--- src/rtl/fxaa_fifo.sv ---
// ----------------------------------------------------------------------------
// fxaa_fifo
// two entry queue of window snapshots between front and back
// ----------------------------------------------------------------------------
`default_nettype none
module fxaa_fifo #(
    parameter int WIDTH = 8
) (
    input  wire              i_clk,
    input  wire              i_rst_n,
    input  wire              i_push,
    input  wire [WIDTH-1:0]  i_data,
    input  wire              i_pop,
    output logic [WIDTH-1:0] o_data,
    output logic             o_full,
    output logic             o_empty
);
    logic [WIDTH-1:0] r_mem [2];
    logic             r_wp, r_rp;
    logic [1:0]       r_cnt;

    assign o_data  = r_mem[r_rp];
    assign o_full  = (r_cnt == 2'd2);
    assign o_empty = (r_cnt == 2'd0);

    always_ff @(posedge i_clk) begin
        if (i_push) begin
            r_mem[r_wp] <= i_data;
        end
    end

    always_ff @(posedge i_clk) begin
        if (!i_rst_n) begin
            r_wp  <= 1'b0;
            r_rp  <= 1'b0;
            r_cnt <= 2'd0;
        end else begin
            if (i_push) begin
                r_wp <= ~r_wp;
            end
            if (i_pop) begin
                r_rp <= ~r_rp;
            end
            r_cnt <= r_cnt + {1'b0, i_push} - {1'b0, i_pop};
        end
    end

endmodule
`default_nettype wire

--- config.mk ---
export PLATFORM = sky130hd
export DESIGN_NAME = fxaa_fifo
export DESIGN_NICKNAME = d
export VERILOG_FILES = /design/src/rtl/fxaa_fifo.sv
export SDC_FILE = /design/constraint.sdc
export NUM_CORES = 1
export LEC_CHECK = 0
export BUFFER_PORTS_ARGS = -buffer_cell sky130_fd_sc_hd__buf_2
export CAP_MARGIN = 10
export CORE_UTILIZATION = 25
export DETAILED_ROUTE_END_ITERATION = 8
export SLEW_MARGIN = 20
export SYNTH_ARGS = -nofsm -noshare
export SYNTH_HDL_FRONTEND = slang
export SYNTH_SLANG_ARGS = --single-unit
export TNS_END_PERCENT = 10
--- constraint.sdc ---
create_clock -name i_clk -period 1.3 [get_ports i_clk]
set_clock_uncertainty 0.1 [all_clocks]
set_input_delay 0.195 -clock i_clk [delete_from_list [all_inputs] [get_ports i_clk]]
set_output_delay 0.195 -clock i_clk [all_outputs]
set_load 0.01 [all_outputs]
* Yosys cells after proc, flatten, opt, wreduce, memory -nomap -nowiden
Memory sizes are Yosys's and may differ from the RTL's. A register that Yosys moved wholly into a read port is not among the register bits.
Cells that the tools add are included.
W data, S select, Z words.
** Operators by class
- Multiplexer cells :: 4
- Eq/ne operators :: 1
- Add/subtract/negate cells :: 2
- Reductions and logical operators :: 1
- Bitwise operators :: 2
** Operators with widths (count)
- $mux W1 :: 4
- $add A2 B1 Y2 :: 1
- $eq A2 B2 Y1 const B :: 1
- $logic_not A2 Y1 :: 1
- $not A1 Y1 :: 2
- $sub A2 B1 Y2 :: 1
** Storage, ports and cells
- Logic and storage cells :: 14
- Input bits :: 12
- Memories kept :: 1
- Output and inout port bits :: 10
- Bits in writable memories :: 16
- Register bits after elaboration :: 4
** Memory list
- r_mem :: words 2, width 8, read ports 1, clocked after memory_dff 1, wr ports 1, RTL line 18 : logic [WIDTH-1:0] r_mem [2];

* Depth between registers and ports, before layout
- Depth after elaboration :: 3
- Gate-level depth with buffers :: 6
- Gate-level depth less buffers :: 6

* Least setup slack after synthesis
No wires, ideal clock.
- Kind :: reg2reg
- Start :: register r_cnt[0]
- End :: register r_cnt[1]
- Cell stages (with the launch flop) :: 7
- Clock period less this slack :: 1.251 ns
- Data required time :: 1.135 ns
- Path buffers :: 0
- Setup slack :: 0.049 ns
- Arrival :: 1.086 ns
- Setup time :: 0.065 ns
- Cell sequence :: dfxtp_1 > inv_1 > ha_1 > inv_1 > ha_1 > xnor3_1 > nor2b_1
** Between the ends
- Word-level cells in the longest chain between the ends :: 2
** Ends and longest elaborated chain
- start, declared :: RTL line 20 : logic [1:0] r_cnt;
- start signal, assigned :: RTL line 44 : r_cnt <= r_cnt + {1'b0, i_push} - {1'b0, i_pop};
- $add A2 B1 Y2 :: RTL line 44
- $sub A2 B1 Y2 :: RTL line 44
Every way passes these cells.
A chain may end at the register's enable or synchronous reset.

==> results.md <==
Setup path
- kind of launch point of the worst setup path: register
- Worst R2R Start: r_cnt[0]$_SDFF_PN0_
- crit path to: o_data[2]
- capturing point of the worst reg2reg path: r_cnt[1]$_SDFF_PN0_
- reg2reg path depth: 6
- required time of the critical path: 1.00 ns
- Reg2Reg Setup Slack: -0.03 ns
- crit path kind: reg2out
- Arr. time, crit path: 1.21 ns
- critical path fanouts, max: 8
- type of destination of the critical path: primary output
- critical-path cell with the highest stage delay: dfxtp_2
- slowest stage delay, CP: 0.35 ns
- critical path, cell by cell: buf_12, mux2_4, buf_6

Final layout
- ANT cells: 0
- post-route cell area: 1181 sq um
- post-route core utilization: 38.69%
- non-filler cells, final: 125
- leading cell types in the layout, fill and taps excluded: edfxtp_1, buf_2, mux2_4, dlygate4sd3_1, buf_6
- layout cell share with drive strength beyond 1: 46.91%
- most frequent standard cell in the layout excluding fill and tap cells: edfxtp_1
- Synth-to-Final Area Change: 47.50%
- number of nets in the final layout: 96

CTS
- clock tree from TritonCTS: done
- Sink Count: 21
- Worst-Skew Late Latency: 0.29 ns
- Worst-path clk slew: 0.11 ns
- number of buffers added for setup after CTS: 0
- maximum number of buffers from clock root to sink: 2
- total clock buffers created by CTS: 3
- H-tree depth: 1
- clock root buffer master: clkbuf_4

Synth
- mean instance size in the synthesized netlist: 17.41 sq um
- Synth warnings: 0
- post-synth top area share: 60.00%
- Synthesized Nets: 60
- post-synthesis mux area share: 11.25%
- number of library cell types mapped by synthesis: 12
- Synth area leaders: edfxtp_1, dfxtp_1, mux2_2, and2_1, ha_1
- basic-gate share of the synthesized area counting and, or, nand and nor cells: 6.719%
- number of cells produced by synthesis: 46
- fraction of synthesized cell area in xor and xnor cells: 3.906%
- largest family of logic cells by synthesized area: multiplexers
- post-synthesis sequential area ratio: 72.50%
- area fraction in compound gates after synthesis: 0.9375%
- Netlist Area Pre-Place: 800.8 sq um
- Yosys top cell by area: edfxtp_1
- number of flip-flops and latches in the synthesized netlist: 21
- synthesized-area fraction occupied by adder cells: 3.125%

Power
- Pint: 0.001089 W
- Sw Share: 22.36%
- pwr/cell area: 1188 nW/um^2
- power share of the combinational group: 21.9%
- sequential fraction of design power: 57.0%
- total power draw: 0.001403 W
- net switching power: 0.0003138 W
- worst vdd ir: 0.2762 mV
- share of total power in the clock network: 21.0%
- Leak Pwr: 0.4855 nW

Global routing
- Overall Global Routing Usage: 9.227%
- global-route wire length before repair: 2180 um
- maximum number of pins on one net before global-route repair: 12
- total congestion overflow after global routing: 0
- vias in the first global route: 514
- antenna violations before repair: 0

Floorplan
- area of the die: 3433 sq um
- starting utilization of the core area: 26.23%
- count of boundary I/O pins: 22
- core area: 3053 sq um
- count of standard-cell rows: 20
- height of the die: 58.60 um
- Die X: 58.60 um

Timing
- crit share post-route: 115.4%
- final setup violation count: 9
- transition at the pin with the smallest max-transition slack: 0.4101 ns
- unrepaired setup endpoints after global routing: yes
- upper clock frequency limit: 0.6664 GHz
- post-route setup slack: -0.2005 ns
- final hold viol count: 0
- final period demand of the worst path: 1.501 ns
- final sum of negative setup slack: -1.603 ns
- relative max-transition margin: 72.66%
- count of final max-slew check failures: 0

Status
- failing checks: negative setup slack
- result of the run: complete, but fails checks

Route
- Starting DRT DRC Count: 1
- Post-route DRC: 0
- detailed-route vias per instance: 3.752
- post-detailed-routing wire length: 1367 um
- remaining antenna violation count: 0
- DR pass1 iterations: 2
- average wire per standard cell: 10.94 um
- count of vias placed by the detailed router: 469

Placed design
- global placement routability congestion: 0.6112
- number of placed cells counting well taps: 113
- post-DP HPWL: 908.5 um
- Port Buffers: 21
- post-placement cell area: 991.0 sq um

Min path
- path class of the lowest-slack min-delay path: in2reg
- worst hold path depth: 2

Run
- max-cap violation count: 0

-- logic make-up (layout without fill, tap and decap cells) --
group | after synthesis | in the layout
DFF | 21 | 21
and+or+nand+nor | 9 | 9
muxes | 8 | 8
buffers and inverters | 3 | 38
adders and majority gates | 2 | 2
xor gates and xnor gates | 2 | 2
AOI/OAI and AO/OA | 1 | 1
-- power by group through the flow --
stage	combinational, W	sequential (W)	clock [W]
floorplan	0.000142	0.000803	0
finish	0.000308	0.000800	0.000295
global placement	0.000229	0.000806	0
CTS	0.000312	0.000797	0.000312
global route	0.000336	0.000805	0.000349
detailed placement	0.000241	0.000810	0
-- worst max-delay path: cells and delay by family (launching register included) --
family	cells	cell delay, ns
DFF	1	0.35
muxes	1	0.31
buffers and inverters	2	0.25
-- worst min-delay path by stage --
stage / start / to
6_report: i_rst_n / r_wp$_SDFFE_PN0P_
5_1_grt: i_rst_n / r_wp$_SDFFE_PN0P_
4_1_cts: i_rst_n / r_wp$_SDFFE_PN0P_
3_5_place_dp: i_data[0] / r_mem[0][0]$_DFFE_PP_
3_3_place_gp: i_data[4] / r_mem[0][4]$_DFFE_PP_
2_1_floorplan: i_data[0] / r_mem[0][0]$_DFFE_PP_
-- per-layer routing --
layer | routed length [um] | GRT usage [%] | vias up | share of wire, %
met4 | 0 | 5.102 | 0 | 0
met5 | 0 | 0 | - | 0
li1 | - | - | 232 | -
met3 | 64 | 2.637 | 0 | 4.7
met1 | 549 | 9.244 | 225 | 40
met2 | 753 | 17.08 | 12 | 55
-- repair_timing --
item / in CTS / in global routing
resized for setup: 18 / 1
setup endpoints to repair: 10 / 11
endpoints found under the hold margin: 16 / 0
hold buffers: 8 / 0
-- metrics by stage --
step / setup slack, ns / hold WS (ns)
2_1_floorplan: 0.04903 / 0.1939
3_3_place_gp: 0.03281 / 0.2857
3_5_place_dp: -0.04170 / 0.2882
4_1_cts: -0.2218 / 0.03476
5_1_grt: -0.2623 / 0.02826
6_report: -0.2005 / 0.04680
-- area by class of cell --
class | instances | area [sq um]
clock buffer | 4 | 26.28
fill | 310 | 1872
inverter | 2 | 7.507
multi-input combinational | 22 | 237.7
sequential | 21 | 584.3
tap | 44 | 55.05
timing repair buffer | 32 | 270.3
-- state kept, by name, summed over array words and instances (netlist names), named ones only --
| name | flops |
|---|---|
| r_rp | 1 |
| r_mem | 16 |
| r_cnt | 2 |
| r_wp | 1 |
-- cells in the mapped netlist --
| cell type | count |
|---|---|
| o21a_1 | 1 |
| ha_1 | 2 |
| mux2_2 | 8 |
| edfxtp_1 | 16 |
| and2_1 | 4 |
| dfxtp_1 | 5 |
| xor2_1 | 1 |
| nor2b_1 | 4 |
| nor2_1 | 1 |
| inv_1 | 2 |
| xnor3_1 | 1 |
| buf_2 | 1 |
Power figures use the tool's default switching activity.
