File: src/rtl/fxaa_pkg.sv
// ----------------------------------------------------------------------------
// fxaa_pkg
// shared types, register indexes and constants of the edge blend filter
// ----------------------------------------------------------------------------
`default_nettype none
package fxaa_pkg;

    localparam int MAX_WIDTH_DEF    = 1024;
    localparam int CHANNEL_BITS_DEF = 8;
    localparam int ROW_BITS         = 11;
    localparam int HEIGHT_MAX       = 1024;
    localparam int CFG_BITS         = 11;
    localparam int CFG_ADDR_BITS    = 3;

    localparam int WT_R = 218;
    localparam int WT_G = 732;
    localparam int WT_B = 74;

    localparam logic [CFG_ADDR_BITS-1:0] REG_FRAME_WIDTH      = 3'd0;
    localparam logic [CFG_ADDR_BITS-1:0] REG_FRAME_HEIGHT     = 3'd1;
    localparam logic [CFG_ADDR_BITS-1:0] REG_EDGE_FLOOR       = 3'd2;
    localparam logic [CFG_ADDR_BITS-1:0] REG_EDGE_RATIO_SHIFT = 3'd3;
    localparam logic [CFG_ADDR_BITS-1:0] REG_BLEND_CONTRAST   = 3'd4;

    typedef struct packed {
        logic [10:0] frame_width;
        logic [10:0] frame_height;
        logic [7:0]  edge_floor;
        logic [2:0]  edge_ratio_shift;
        logic [7:0]  blend_contrast;
    } t_cfg;

    localparam t_cfg CFG_RESET = '{
        frame_width:      11'd640,
        frame_height:     11'd480,
        edge_floor:       8'd11,
        edge_ratio_shift: 3'd3,
        blend_contrast:   8'd5
    };

    typedef struct packed {
        logic border;
        logic last;
    } t_qflags;

    typedef enum logic {
        FR_IDLE,
        FR_UPDATE
    } t_front_state;

    typedef enum logic [2:0] {
        BK_IDLE,
        BK_LUMA,
        BK_EDGE,
        BK_DECIDE,
        BK_DIV,
        BK_SQR,
        BK_BLEND,
        BK_OUT
    } t_back_state;

endpackage
`default_nettype wire

File: src/rtl/fxaa_back.sv
// ----------------------------------------------------------------------------
// fxaa_back
// per pixel filter: luma, edge test, contrast ratio divide, blend, output reg
// ----------------------------------------------------------------------------
`default_nettype none
module fxaa_back #(
    parameter int CHANNEL_BITS = fxaa_pkg::CHANNEL_BITS_DEF
) (
    input  wire                        i_clk,
    input  wire                        i_rst_n,
    input  fxaa_pkg::t_cfg             i_cfg,
    input  wire [27*CHANNEL_BITS-1:0]  i_win,
    input  fxaa_pkg::t_qflags          i_flg,
    input  wire                        i_empty,
    output logic                       o_pop,
    output logic                       o_valid,
    input  wire                        i_ready,
    output logic [3*CHANNEL_BITS-1:0]  o_pix,
    output logic                       o_last
);
    import fxaa_pkg::*;

    localparam int CB = CHANNEL_BITS;
    localparam int PW = 3 * CB;
    localparam int LW = CB + 10;
    localparam int TW = LW + 2;
    localparam int SW = LW + 3;

    t_back_state r_state, n_state;
    logic [3:0]      r_cnt;
    logic [9*PW-1:0] r_win;
    logic            r_last;
    logic [LW-1:0]   r_luma [9];
    logic [LW-1:0]   r_mx, r_mn;
    logic [TW-1:0]   r_gx, r_gy, r_t, r_c4;
    logic [SW-1:0]   r_rem;
    logic [8:0]      r_q;
    logic [16:0]     r_wt;
    logic [PW-1:0]   r_res, r_samp;
    logic            r_ov;
    logic [PW-1:0]   r_od;
    logic            r_ol;

    logic            w_load, w_skip, w_bit;
    logic [3:0]      w_base, w_pick;
    logic [LW-1:0]   w_thr, w_floor, w_mx, w_mn;
    logic [TW-1:0]   w_c4, w_tc;
    logic [7:0]      w_bc;
    logic [SW-1:0]   w_sub;
    logic signed [SW-1:0] w_gx, w_gy, w_ts;
    logic [CB-1:0]   w_orig, w_smp;
    logic signed [CB:0]    w_diff;
    logic signed [CB+18:0] w_prod;
    logic signed [CB+2:0]  w_adj, w_sum;

    function automatic logic [LW-1:0] luma_f(input logic [PW-1:0] p);
        luma_f = LW'(p[0 +: CB]) * LW'(WT_R) + LW'(p[CB +: CB]) * LW'(WT_G) +
                 LW'(p[2*CB +: CB]) * LW'(WT_B);
    endfunction

    function automatic logic signed [SW-1:0] sx(input logic [LW-1:0] l);
        sx = $signed({3'b000, l});
    endfunction

    function automatic logic [TW-1:0] mag(input logic signed [SW-1:0] v);
        mag = v[SW-1] ? TW'(-v) : TW'(v);
    endfunction

    assign w_base = {2'b00, r_cnt[1:0]} + {1'b0, r_cnt[1:0], 1'b0};

    // edge sums from the registered lumas
    always_comb begin
        w_mx = r_luma[4];
        w_mn = r_luma[4];
        for (int k = 0; k < 4; k++) begin
            if (r_luma[1 + 2*k] > w_mx) w_mx = r_luma[1 + 2*k];
            if (r_luma[1 + 2*k] < w_mn) w_mn = r_luma[1 + 2*k];
        end
        w_gx = (sx(r_luma[5]) - sx(r_luma[3])) + (sx(r_luma[2]) - sx(r_luma[0])) +
               (sx(r_luma[8]) - sx(r_luma[6]));
        w_gy = (sx(r_luma[7]) - sx(r_luma[1])) + (sx(r_luma[8]) - sx(r_luma[2])) +
               (sx(r_luma[6]) - sx(r_luma[0]));
        w_ts = sx(r_luma[1]) + sx(r_luma[5]) + sx(r_luma[7]) + sx(r_luma[3]) -
               (sx(r_luma[4]) <<< 2);
    end

    // edge decision and blend setup
    always_comb begin
        w_floor = LW'(i_cfg.edge_floor) << (CB + 2);
        w_thr   = r_mx >> i_cfg.edge_ratio_shift;
        if (w_floor > w_thr) w_thr = w_floor;
        w_skip = (r_mx - r_mn) < w_thr;
        if (r_gy > r_gx) begin
            w_pick = (mag(sx(r_luma[7]) - sx(r_luma[4])) > mag(sx(r_luma[1]) - sx(r_luma[4])))
                     ? 4'd7 : 4'd1;
        end else begin
            w_pick = (mag(sx(r_luma[3]) - sx(r_luma[4])) > mag(sx(r_luma[5]) - sx(r_luma[4])))
                     ? 4'd3 : 4'd5;
        end
        w_bc = (i_cfg.blend_contrast == 8'd0) ? 8'd1 : i_cfg.blend_contrast;
        w_c4 = TW'(w_bc) << (CB + 4);
        w_tc = (r_t > w_c4) ? w_c4 : r_t;
    end

    // restoring divide step and channel blend
    always_comb begin
        w_bit  = r_rem >= {1'b0, r_c4};
        w_sub  = w_bit ? (r_rem - {1'b0, r_c4}) : r_rem;
        w_orig = r_res[r_cnt[1:0]*CB +: CB];
        w_smp  = r_samp[r_cnt[1:0]*CB +: CB];
        w_diff = $signed({1'b0, w_smp}) - $signed({1'b0, w_orig});
        w_prod = w_diff * $signed({1'b0, r_wt});
        w_adj  = (CB+3)'((w_prod + $signed((CB+19)'(32768))) >>> 16);
        w_sum  = $signed({3'b000, w_orig}) + w_adj;
    end

    always_comb begin
        case (r_state)
            BK_IDLE:   n_state = i_empty ? BK_IDLE : (i_flg.border ? BK_OUT : BK_LUMA);
            BK_LUMA:   n_state = (r_cnt == 4'd2) ? BK_EDGE : BK_LUMA;
            BK_EDGE:   n_state = BK_DECIDE;
            BK_DECIDE: n_state = w_skip ? BK_OUT : BK_DIV;
            BK_DIV:    n_state = (r_cnt == 4'd8) ? BK_SQR : BK_DIV;
            BK_SQR:    n_state = BK_BLEND;
            BK_BLEND:  n_state = (r_cnt == 4'd2) ? BK_OUT : BK_BLEND;
            BK_OUT:    n_state = w_load ? BK_IDLE : BK_OUT;
            default:   n_state = BK_IDLE;
        endcase
    end

    always_comb begin
        o_pop  = (r_state == BK_IDLE) && !i_empty;
        w_load = (r_state == BK_OUT) && (!r_ov || i_ready);
    end

    assign o_valid = r_ov;
    assign o_pix   = r_od;
    assign o_last  = r_ol;

    always_ff @(posedge i_clk) begin
        if (!i_rst_n) begin
            r_state <= BK_IDLE;
            r_cnt   <= 4'd0;
            r_ov    <= 1'b0;
        end else begin
            r_state <= n_state;
            if (n_state != r_state) begin
                r_cnt <= 4'd0;
            end else begin
                r_cnt <= r_cnt + 4'd1;
            end
            if (w_load) begin
                r_ov <= 1'b1;
            end else if (i_ready) begin
                r_ov <= 1'b0;
            end
        end
    end

    always_ff @(posedge i_clk) begin
        case (r_state)
            BK_IDLE: begin
                r_win  <= i_win;
                r_last <= i_flg.last;
                r_res  <= i_win[4*PW +: PW];
            end
            BK_LUMA: begin
                for (int k = 0; k < 3; k++) begin
                    r_luma[w_base + 4'(k)] <= luma_f(r_win[(w_base + 4'(k))*PW +: PW]);
                end
            end
            BK_EDGE: begin
                r_mx <= w_mx;
                r_mn <= w_mn;
                r_gx <= mag(w_gx);
                r_gy <= mag(w_gy);
                r_t  <= mag(w_ts);
            end
            BK_DECIDE: begin
                r_samp <= r_win[w_pick*PW +: PW];
                r_c4   <= w_c4;
                r_rem  <= {1'b0, w_tc};
                r_q    <= 9'd0;
            end
            BK_DIV: begin
                r_rem <= w_sub << 1;
                r_q   <= {r_q[7:0], w_bit};
            end
            BK_SQR: begin
                r_wt <= {8'd0, r_q} * {8'd0, r_q};
            end
            BK_BLEND: begin
                r_res[r_cnt[1:0]*CB +: CB] <= w_sum[CB-1:0];
            end
            BK_OUT: begin
                if (w_load) begin
                    r_od <= r_res;
                    r_ol <= r_last;
                end
            end
            default: begin
            end
        endcase
    end

endmodule
`default_nettype wire

File: config.mk
export PLATFORM = sky130hd
export DESIGN_NAME = fxaa_back
export DESIGN_NICKNAME = d
export VERILOG_FILES = /design/src/rtl/fxaa_pkg.sv /design/src/rtl/fxaa_back.sv
export SDC_FILE = /design/constraint.sdc
export NUM_CORES = 2
export LEC_CHECK = 0
export ABC_AREA = 1
export CORE_ASPECT_RATIO = 0.75
export CORE_MARGIN = 4
export CORE_UTILIZATION = 55
export CTS_CLUSTER_SIZE = 25
export DETAILED_ROUTE_END_ITERATION = 8
export DONT_BUFFER_PORTS = 1
export PLACE_DENSITY = 0.8
export SLEW_MARGIN = 25
export SYNTH_ARGS = -nofsm -noshare
export SYNTH_HDL_FRONTEND = slang
export SYNTH_SLANG_ARGS = --single-unit
File: constraint.sdc
create_clock -name i_clk -period 13.41 [get_ports i_clk]
set_input_delay 0.6705 -clock i_clk [delete_from_list [all_inputs] [get_ports i_clk]]
set_output_delay 0.6705 -clock i_clk [all_outputs]
set_load 0.03 [all_outputs]
# After elaboration in Yosys (flattened, before gate mapping)
# Memories as Yosys holds them, arrays and structs flattened.
# Cells that the tools add are included.
word_totals:
  reg_bits: 449
  ramBits: 162
  inputBits: 263
  output_inout_bits: 27
  n_memories: 1
classes:
  addsub: 43
  mul: 15
  order_cmp: 15
  n_eq_ne: 10
  shifts: 9
  n_mux: 38
  bitwise_logic: 1
  n_reduce_logical: 12
mem_list:
  columns: ["memory", "depth", "word_bits", "read_ports", "rd_ports_with_merged_regs", "wr", "line_no", "rtl"]
  rows:
  - ["r_luma", 9, 18, 9, 0, 3, "fxaa_back.sv:33", "logic [LW-1:0] r_luma [9];"]
op_table:
  columns: ["op", "count"]
  rows:
  - ["indexed part select 216 x 10 -> 24 bit", 2]
  - ["indexed part select 216 x 11 -> 24 bit", 2]
  - ["subtractor 18 x 18 -> 19 bit", 10]
  - ["2-to-1 mux 20 bit", 9]
  - ["2-to-1 mux 18 bit", 9]
  - ["greater-than comparator 18 bit", 5]
  - ["less-than comparator 18 bit", 5]
  - ["greater-than comparator 20 bit", 4]
  - ["negation 19 -> 20 bit", 4]
  - ["negation 20 bit", 3]
  - ["adder 16 x 18 -> 18 bit", 3]
  - ["adder 18 x 15 -> 18 bit", 3]
  - ["multiplier 8 x 8 -> 16 bit, second input constant", 3]
  - ["case mux 24 bit (2 select lines)", 1]
  - ["indexed part select 24 x 6 -> 8 bit", 2]
  - ["multiplier 8 x 7 -> 15 bit, second input constant", 3]
  - ["adder 20 x 19 -> 21 bit", 2]
  - ["multiplier 8 x 6 -> 14 bit, second input constant", 3]
  - ["case mux 21 bit (2 select lines)", 1]
  - ["adder 19 x 19 -> 20 bit", 2]
  - ["negation 5 -> 34 bit", 1]
  - ["variable shift 8 x 34 -> 24 bit, first input constant", 1]
  - ["indexed part select 8 x 34 -> 24 bit", 1]
  - ["adder 24 x 17 -> 24 bit, second input constant", 1]
  - ["41 further kinds", 63]

# Longest topological paths before layout
# An unclocked memory read counts as a cell.
logic_depth:
  ltp_word: 9
  mapped_depth: 53

# Worst setup path after synthesis
# Ideal clock, no wire load.
synth_path:
  kind: "flip-flop to output port"
  start: "register r_state[1]"
  end: "output port o_pop"
  arrival_ns: 11.789
  slack_ns: 0.950
  stages_incl_launch_ff: 6
  path_cell_list: "dfxtp_1 -> nor2_1 -> inv_1 -> nor2_1 -> inv_1 -> nor2_1"
synth_via:
  elab_chain_len: 2
synth_lines:
  columns: ["element", "line_no", "rtl"]
  rows:
  - ["start, declared", "fxaa_back.sv:29", "t_back_state r_state, n_state;"]
  - ["start signal, assigned", "fxaa_back.sv:146", "r_state <= n_state;"]
  - ["logical NOT 3 bit", "fxaa_back.sv:132", "o_pop = (r_state == BK_IDLE) && !i_empty;"]
  - ["logical AND 1 bit", "fxaa_back.sv:132", null]
  - ["end, declared", "fxaa_back.sv:15", "output logic o_pop,"]
# Every way passes these cells.

# Final worst setup path
layout_path:
  start: "register r_cnt[0]"
  end: "register r_res[23], data pin"
layout_via:
  elab_chain_len: 8
  elab_cells_between_ends: 11
  cone_classes: "add/sub (4); mul (1); shift (4); mux (2)"
layout_lines:
  columns: ["element", "line_no", "rtl"]
  rows:
  - ["start, declared", "fxaa_back.sv:30", "logic [3:0] r_cnt;"]
  - ["start signal, assigned", "fxaa_back.sv:150", "r_cnt <= r_cnt + 4'd1;"]
  - ["indexed part select 24 x 6 -> 8 bit, on equally long branches", "fxaa_back.sv:110, fxaa_back.sv:109", null]
  - ["subtractor 8 x 8 -> 9 bit", "fxaa_back.sv:111", "w_diff = $signed({1'b0, w_smp}) - $signed({1'b0, w_orig});"]
  - ["multiplier 9 x 18 -> 24 bit", "fxaa_back.sv:112", "w_prod = w_diff * $signed({1'b0, r_wt});"]
  - ["adder 24 x 17 -> 24 bit", "fxaa_back.sv:113", "w_adj = (CB+3)'((w_prod + $signed((CB+19)'(32768))) >>> 16);"]
  - ["adder 8 bit", "fxaa_back.sv:114", "w_sum = $signed({3'b000, w_orig}) + w_adj;"]
  - ["indexed part select 8 x 34 -> 24 bit", "fxaa_back.sv:193", "r_res[r_cnt[1:0]*CB +: CB] <= w_sum[CB-1:0];"]
  - ["bitwise mux 24 bit (*)", "fxaa_back.sv:193", null]
  - ["case mux 24 bit (2 select lines) (*)", "fxaa_back.sv:161", "case (r_state)"]
  - ["end signal, assigned", "fxaa_back.sv:165", "r_res <= i_win[4*PW +: PW];"]
  - ["end signal, assigned by index", "fxaa_back.sv:193", null]
  - ["end, declared", "fxaa_back.sv:39", "logic [PW-1:0] r_res, r_samp;"]
# Mark *: on every way between the ends. The rest lies on a longest branch, timed or not.
# A chain may end at the register's enable or synchronous reset.

==> results by group <==
Routing
  – Met2 WL post-DR: 86,900 um
  – Max Used Layer: met5
  – Met3 routed WL: 29,100 um
  – Routed vias/inst: 6.03
  – Via count: 56,700
  – Final ANT Viol Nets: 0
  – Routed WL per cell: 22.9 um
  – # DRC: 0
  – DRT met1 WL: approximately 90,000 um
  – DRT Wirelength: roughly 220,000 um
  – First-pass DRT Iterations: 8
  – Detailed router's first-iteration violation count: 7,470

GRT
  – Grt total ovfl: 0
  – Antenna violations before repair: 17
  – Vias in the first global route: 53,500
  – First-pass GRT wire length: 323,000 um
  – Gr usage total: 33.4%
  – Largest net degree at the start of global routing: about 160

STA
  – Fin. Hold Viols: 0
  – Worst slew pin tran: 1.18 ns
  – Setup TNS: 0 ns
  – Final Cycle Share: 86.6%
  – Slew Viols, Final: 0
  – RSZ-0062 raised after global routing: no
  – Relative slew slack: 21.1%
  – Layout Skew: 0.0765 ns
  – Worst setup margin: 1.80 ns
  – Min Tclk post-route: 11.61 ns
  – Setup Viol. Count Final: 0
  – Peak Freq: 86.1 MHz

Die
  – Floorplan Core Area: 119,000 sq um
  – Die area: 126,000 sq um
  – I/O Pins: 290
  – Die width: roughly 410 um
  – Initial Util: a little under three fifths
  – # rows: 109
  – Die Ht: 308 um

CTS
  – H-tree Lvls: 2
  – CTS Root Cell: clkbuf_16
  – Hold_buf cts: 0
  – Post-CTS Resized: 0
  – Clock latency on the worst-skew pair: 0.73 ns
  – Setup Fix Bufs, Post-CTS: 0
  – Sinks on Clock Net: between 500 and 600
  – CTS buffer count: between 50 and 60
  – Clock slew at reported path FFs: 0.08 ns
  – CTS tree: done
  – Clk buf depth: 3

Yosys
  – Netlist cell types: 63
  – Number of flops mapped to enable cells by yosys: ~590
  – Largest area contributor in the netlist: edfxtp_1
  – Synth Flop Type: edfxtp_1
  – Flops & latches, synth: 595
  – Mean area per synthesized cell: between 8 and 9 sq um
  – Ys async rst share: 0%
  – Register area share after synthesis: 26.9%
  – Number of synthesis warnings: 0
  – Area fraction of the dominant cell type after synthesis: 26.7%
  – Mapped cell area: 66,000 sq um
  – Mapped Cells: slightly below 8,000
  – Synth area leaders: edfxtp_1 (27%), ha_1 (17%), fa_1 (11%)

Outcome
  – Status: finished, final reports clean

Worst setup path
  – Setup Crit Path Kind: register to register
  – Crit end category: register
  – Slowest-stage cell, CP: a32oi_1
  – Reg2Reg Setup Slack: roughly 1.8 ns
  – Crit-path max cell delay: between 0.6 and 0.7 ns
  – Required time worst endpoint: 13.96 ns
  – R2R Path Start: r_cnt[0]$_SDFF_PP0_
  – R2R Path End: r_res[23]$_DFFE_PP_
  – Crit-path most repeated cell: a21oi_1
  – Crit path launch type: register
  – Crit path arrival time: 12.16 ns
  – FF-to-FF path depth: 45
  – CP max FO: 77

Placed design
  – Routability cong.: 1.05
  – Post-Place Setup Slack: 2.15 ns
  – IO Port Bufs: 0
  – Post-DP HPWL: 174,000 um

Layout
  – Fin util: between 50% and 60%
  – Layout cells sized above 1: ~3.4%
  – Nets: 9,352
  – Area growth, synth to finish: 6.08%

Flow run
  – Max cap viols: 0

Hold path
  – HP Class: input port to register
  – Min-delay src: i_win[136]
  – WHS Path Cells: 0
  – WHS Endpoint: r_win[136]$_DFFE_PP_
-- flip-flops by register name (all words and copies together) (netlist names) --
name,cells
r_luma,153
r_c4,8
o_pix,24
r_res,24
r_last,1
r_state,3
r_win,216
o_valid,1
o_last,1
r_mn,17
r_rem,20
r_gy,19
r_wt,16
r_samp,24
r_q,9
r_t,19
r_cnt,4
r_gx,19
r_mx,17
-- how the worst max path moves through the flow --
stage / startpoint / endpoint / slack (ns)
after floorplan: r_state[1]$_SDFF_PN0_ / o_pop / 0.95
after global placement: r_cnt[0]$_SDFF_PP0_ / r_res[23]$_DFFE_PP_ / 2.29
after detailed placement: r_cnt[0]$_SDFF_PP0_ / r_res[23]$_DFFE_PP_ / 2.15
after CTS: r_cnt[0]$_SDFF_PP0_ / r_res[23]$_DFFE_PP_ / 2.09
after global routing: r_cnt[0]$_SDFF_PP0_ / r_res[15]$_DFFE_PP_ / 1.07
final: r_cnt[0]$_SDFF_PP0_ / r_res[23]$_DFFE_PP_ / 1.80
-- routing by layer --
| layer | track usage (%) | up-vias |
|---|---|---|
| met3 | 8.93 | 497 |
| met4 | 11.3 | 10 |
| met2 | 48.0 | 3444 |
| li1 | - | 26100 |
| met1 | 48.8 | 26700 |
| met5 | 0 | - |
-- Yosys cell counts (31+ instances only) --
cell / instances
nand2_1: 1282
o221ai_1: 95
a211oi_1: 44
edfxtp_1: 587
nor2_1: 401
clkbuf_1: 181
nor3_1: 70
or2_2: 43
nand3_1: 238
fa_1: 376
a221oi_1: 31
nand4_1: 49
o211ai_1: 45
xor2_1: 355
ha_1: 920
o21ai_0: 565
xnor2_1: 147
o21bai_1: 77
a21oi_1: 591
inv_1: 1454
-- stage by stage --
stage               instance area (sq um)  hold slack [ns]  instances
finish                              70100           0.0277       9408
global placement                    67900            0.421       9286
CTS                                 70000          0.00565       9397
detailed placement                  68000            0.421       9286
floorplan                           66000            0.400       7858
global route                        70000           0.0235       9402
-- cell type report --
class | instances | area, sq um
fillers | 10200 | 48500
multi-input cells | 5577 | 42000
flip-flops and latches | 595 | 17800
inverters | 1471 | 5530
well taps | 1554 | 1940
clock buffers | 65 | 1500
repair buffers | 89 | 709
clock inverters | 46 | 546
diodes | 11 | 27.5
-- cells in the final DEF, fill, tap and decap left out, types with 45 or more instances in the layout --
master	netlist	layout
ha_1	920	917
inv_1	1454	1451
fa_1	376	376
xnor2_1	147	147
buf_4	1	85
o221ai_1	95	95
xor2_1	355	354
o211ai_1	45	45
nor3_1	70	69
o21bai_1	77	77
nand4_1	49	49
nand3_1	238	238
a21oi_1	591	590
nand2_1	1282	1282
edfxtp_1	587	587
clkbuf_16	0	59
nor2_1	401	395
o21ai_0	565	559
-- cell families after synthesis --
kind of cell | after synthesis | synth area share, %
XOR/XNOR | 502 | 6.66
buffers and inverters | 1686 | 9.61
AO/OA/AOI/OAI | 1607 | 14.1
adder cells (fa/ha/maj) | 1296 | 28.8
multiplexers | 24 | 0.364
flip-flops | 595 | 26.9
other | 2 | 0.0114
AND/OR/NAND/NOR | 2144 | 13.5
-- critical path, delay by kind of cell (launching register included) --
family	cells	cell delay [ns]
fa+ha+maj	8	3.42
compound gates	16	3.39
simple gates	9	1.79
buf+inv	8	1.32
xor+xnor	4	1.02
flops	1	0.47
Power is left out: the tool's default activity adds up to more than one toggle a clock period on the data nets, which glitch-free logic cannot reach.
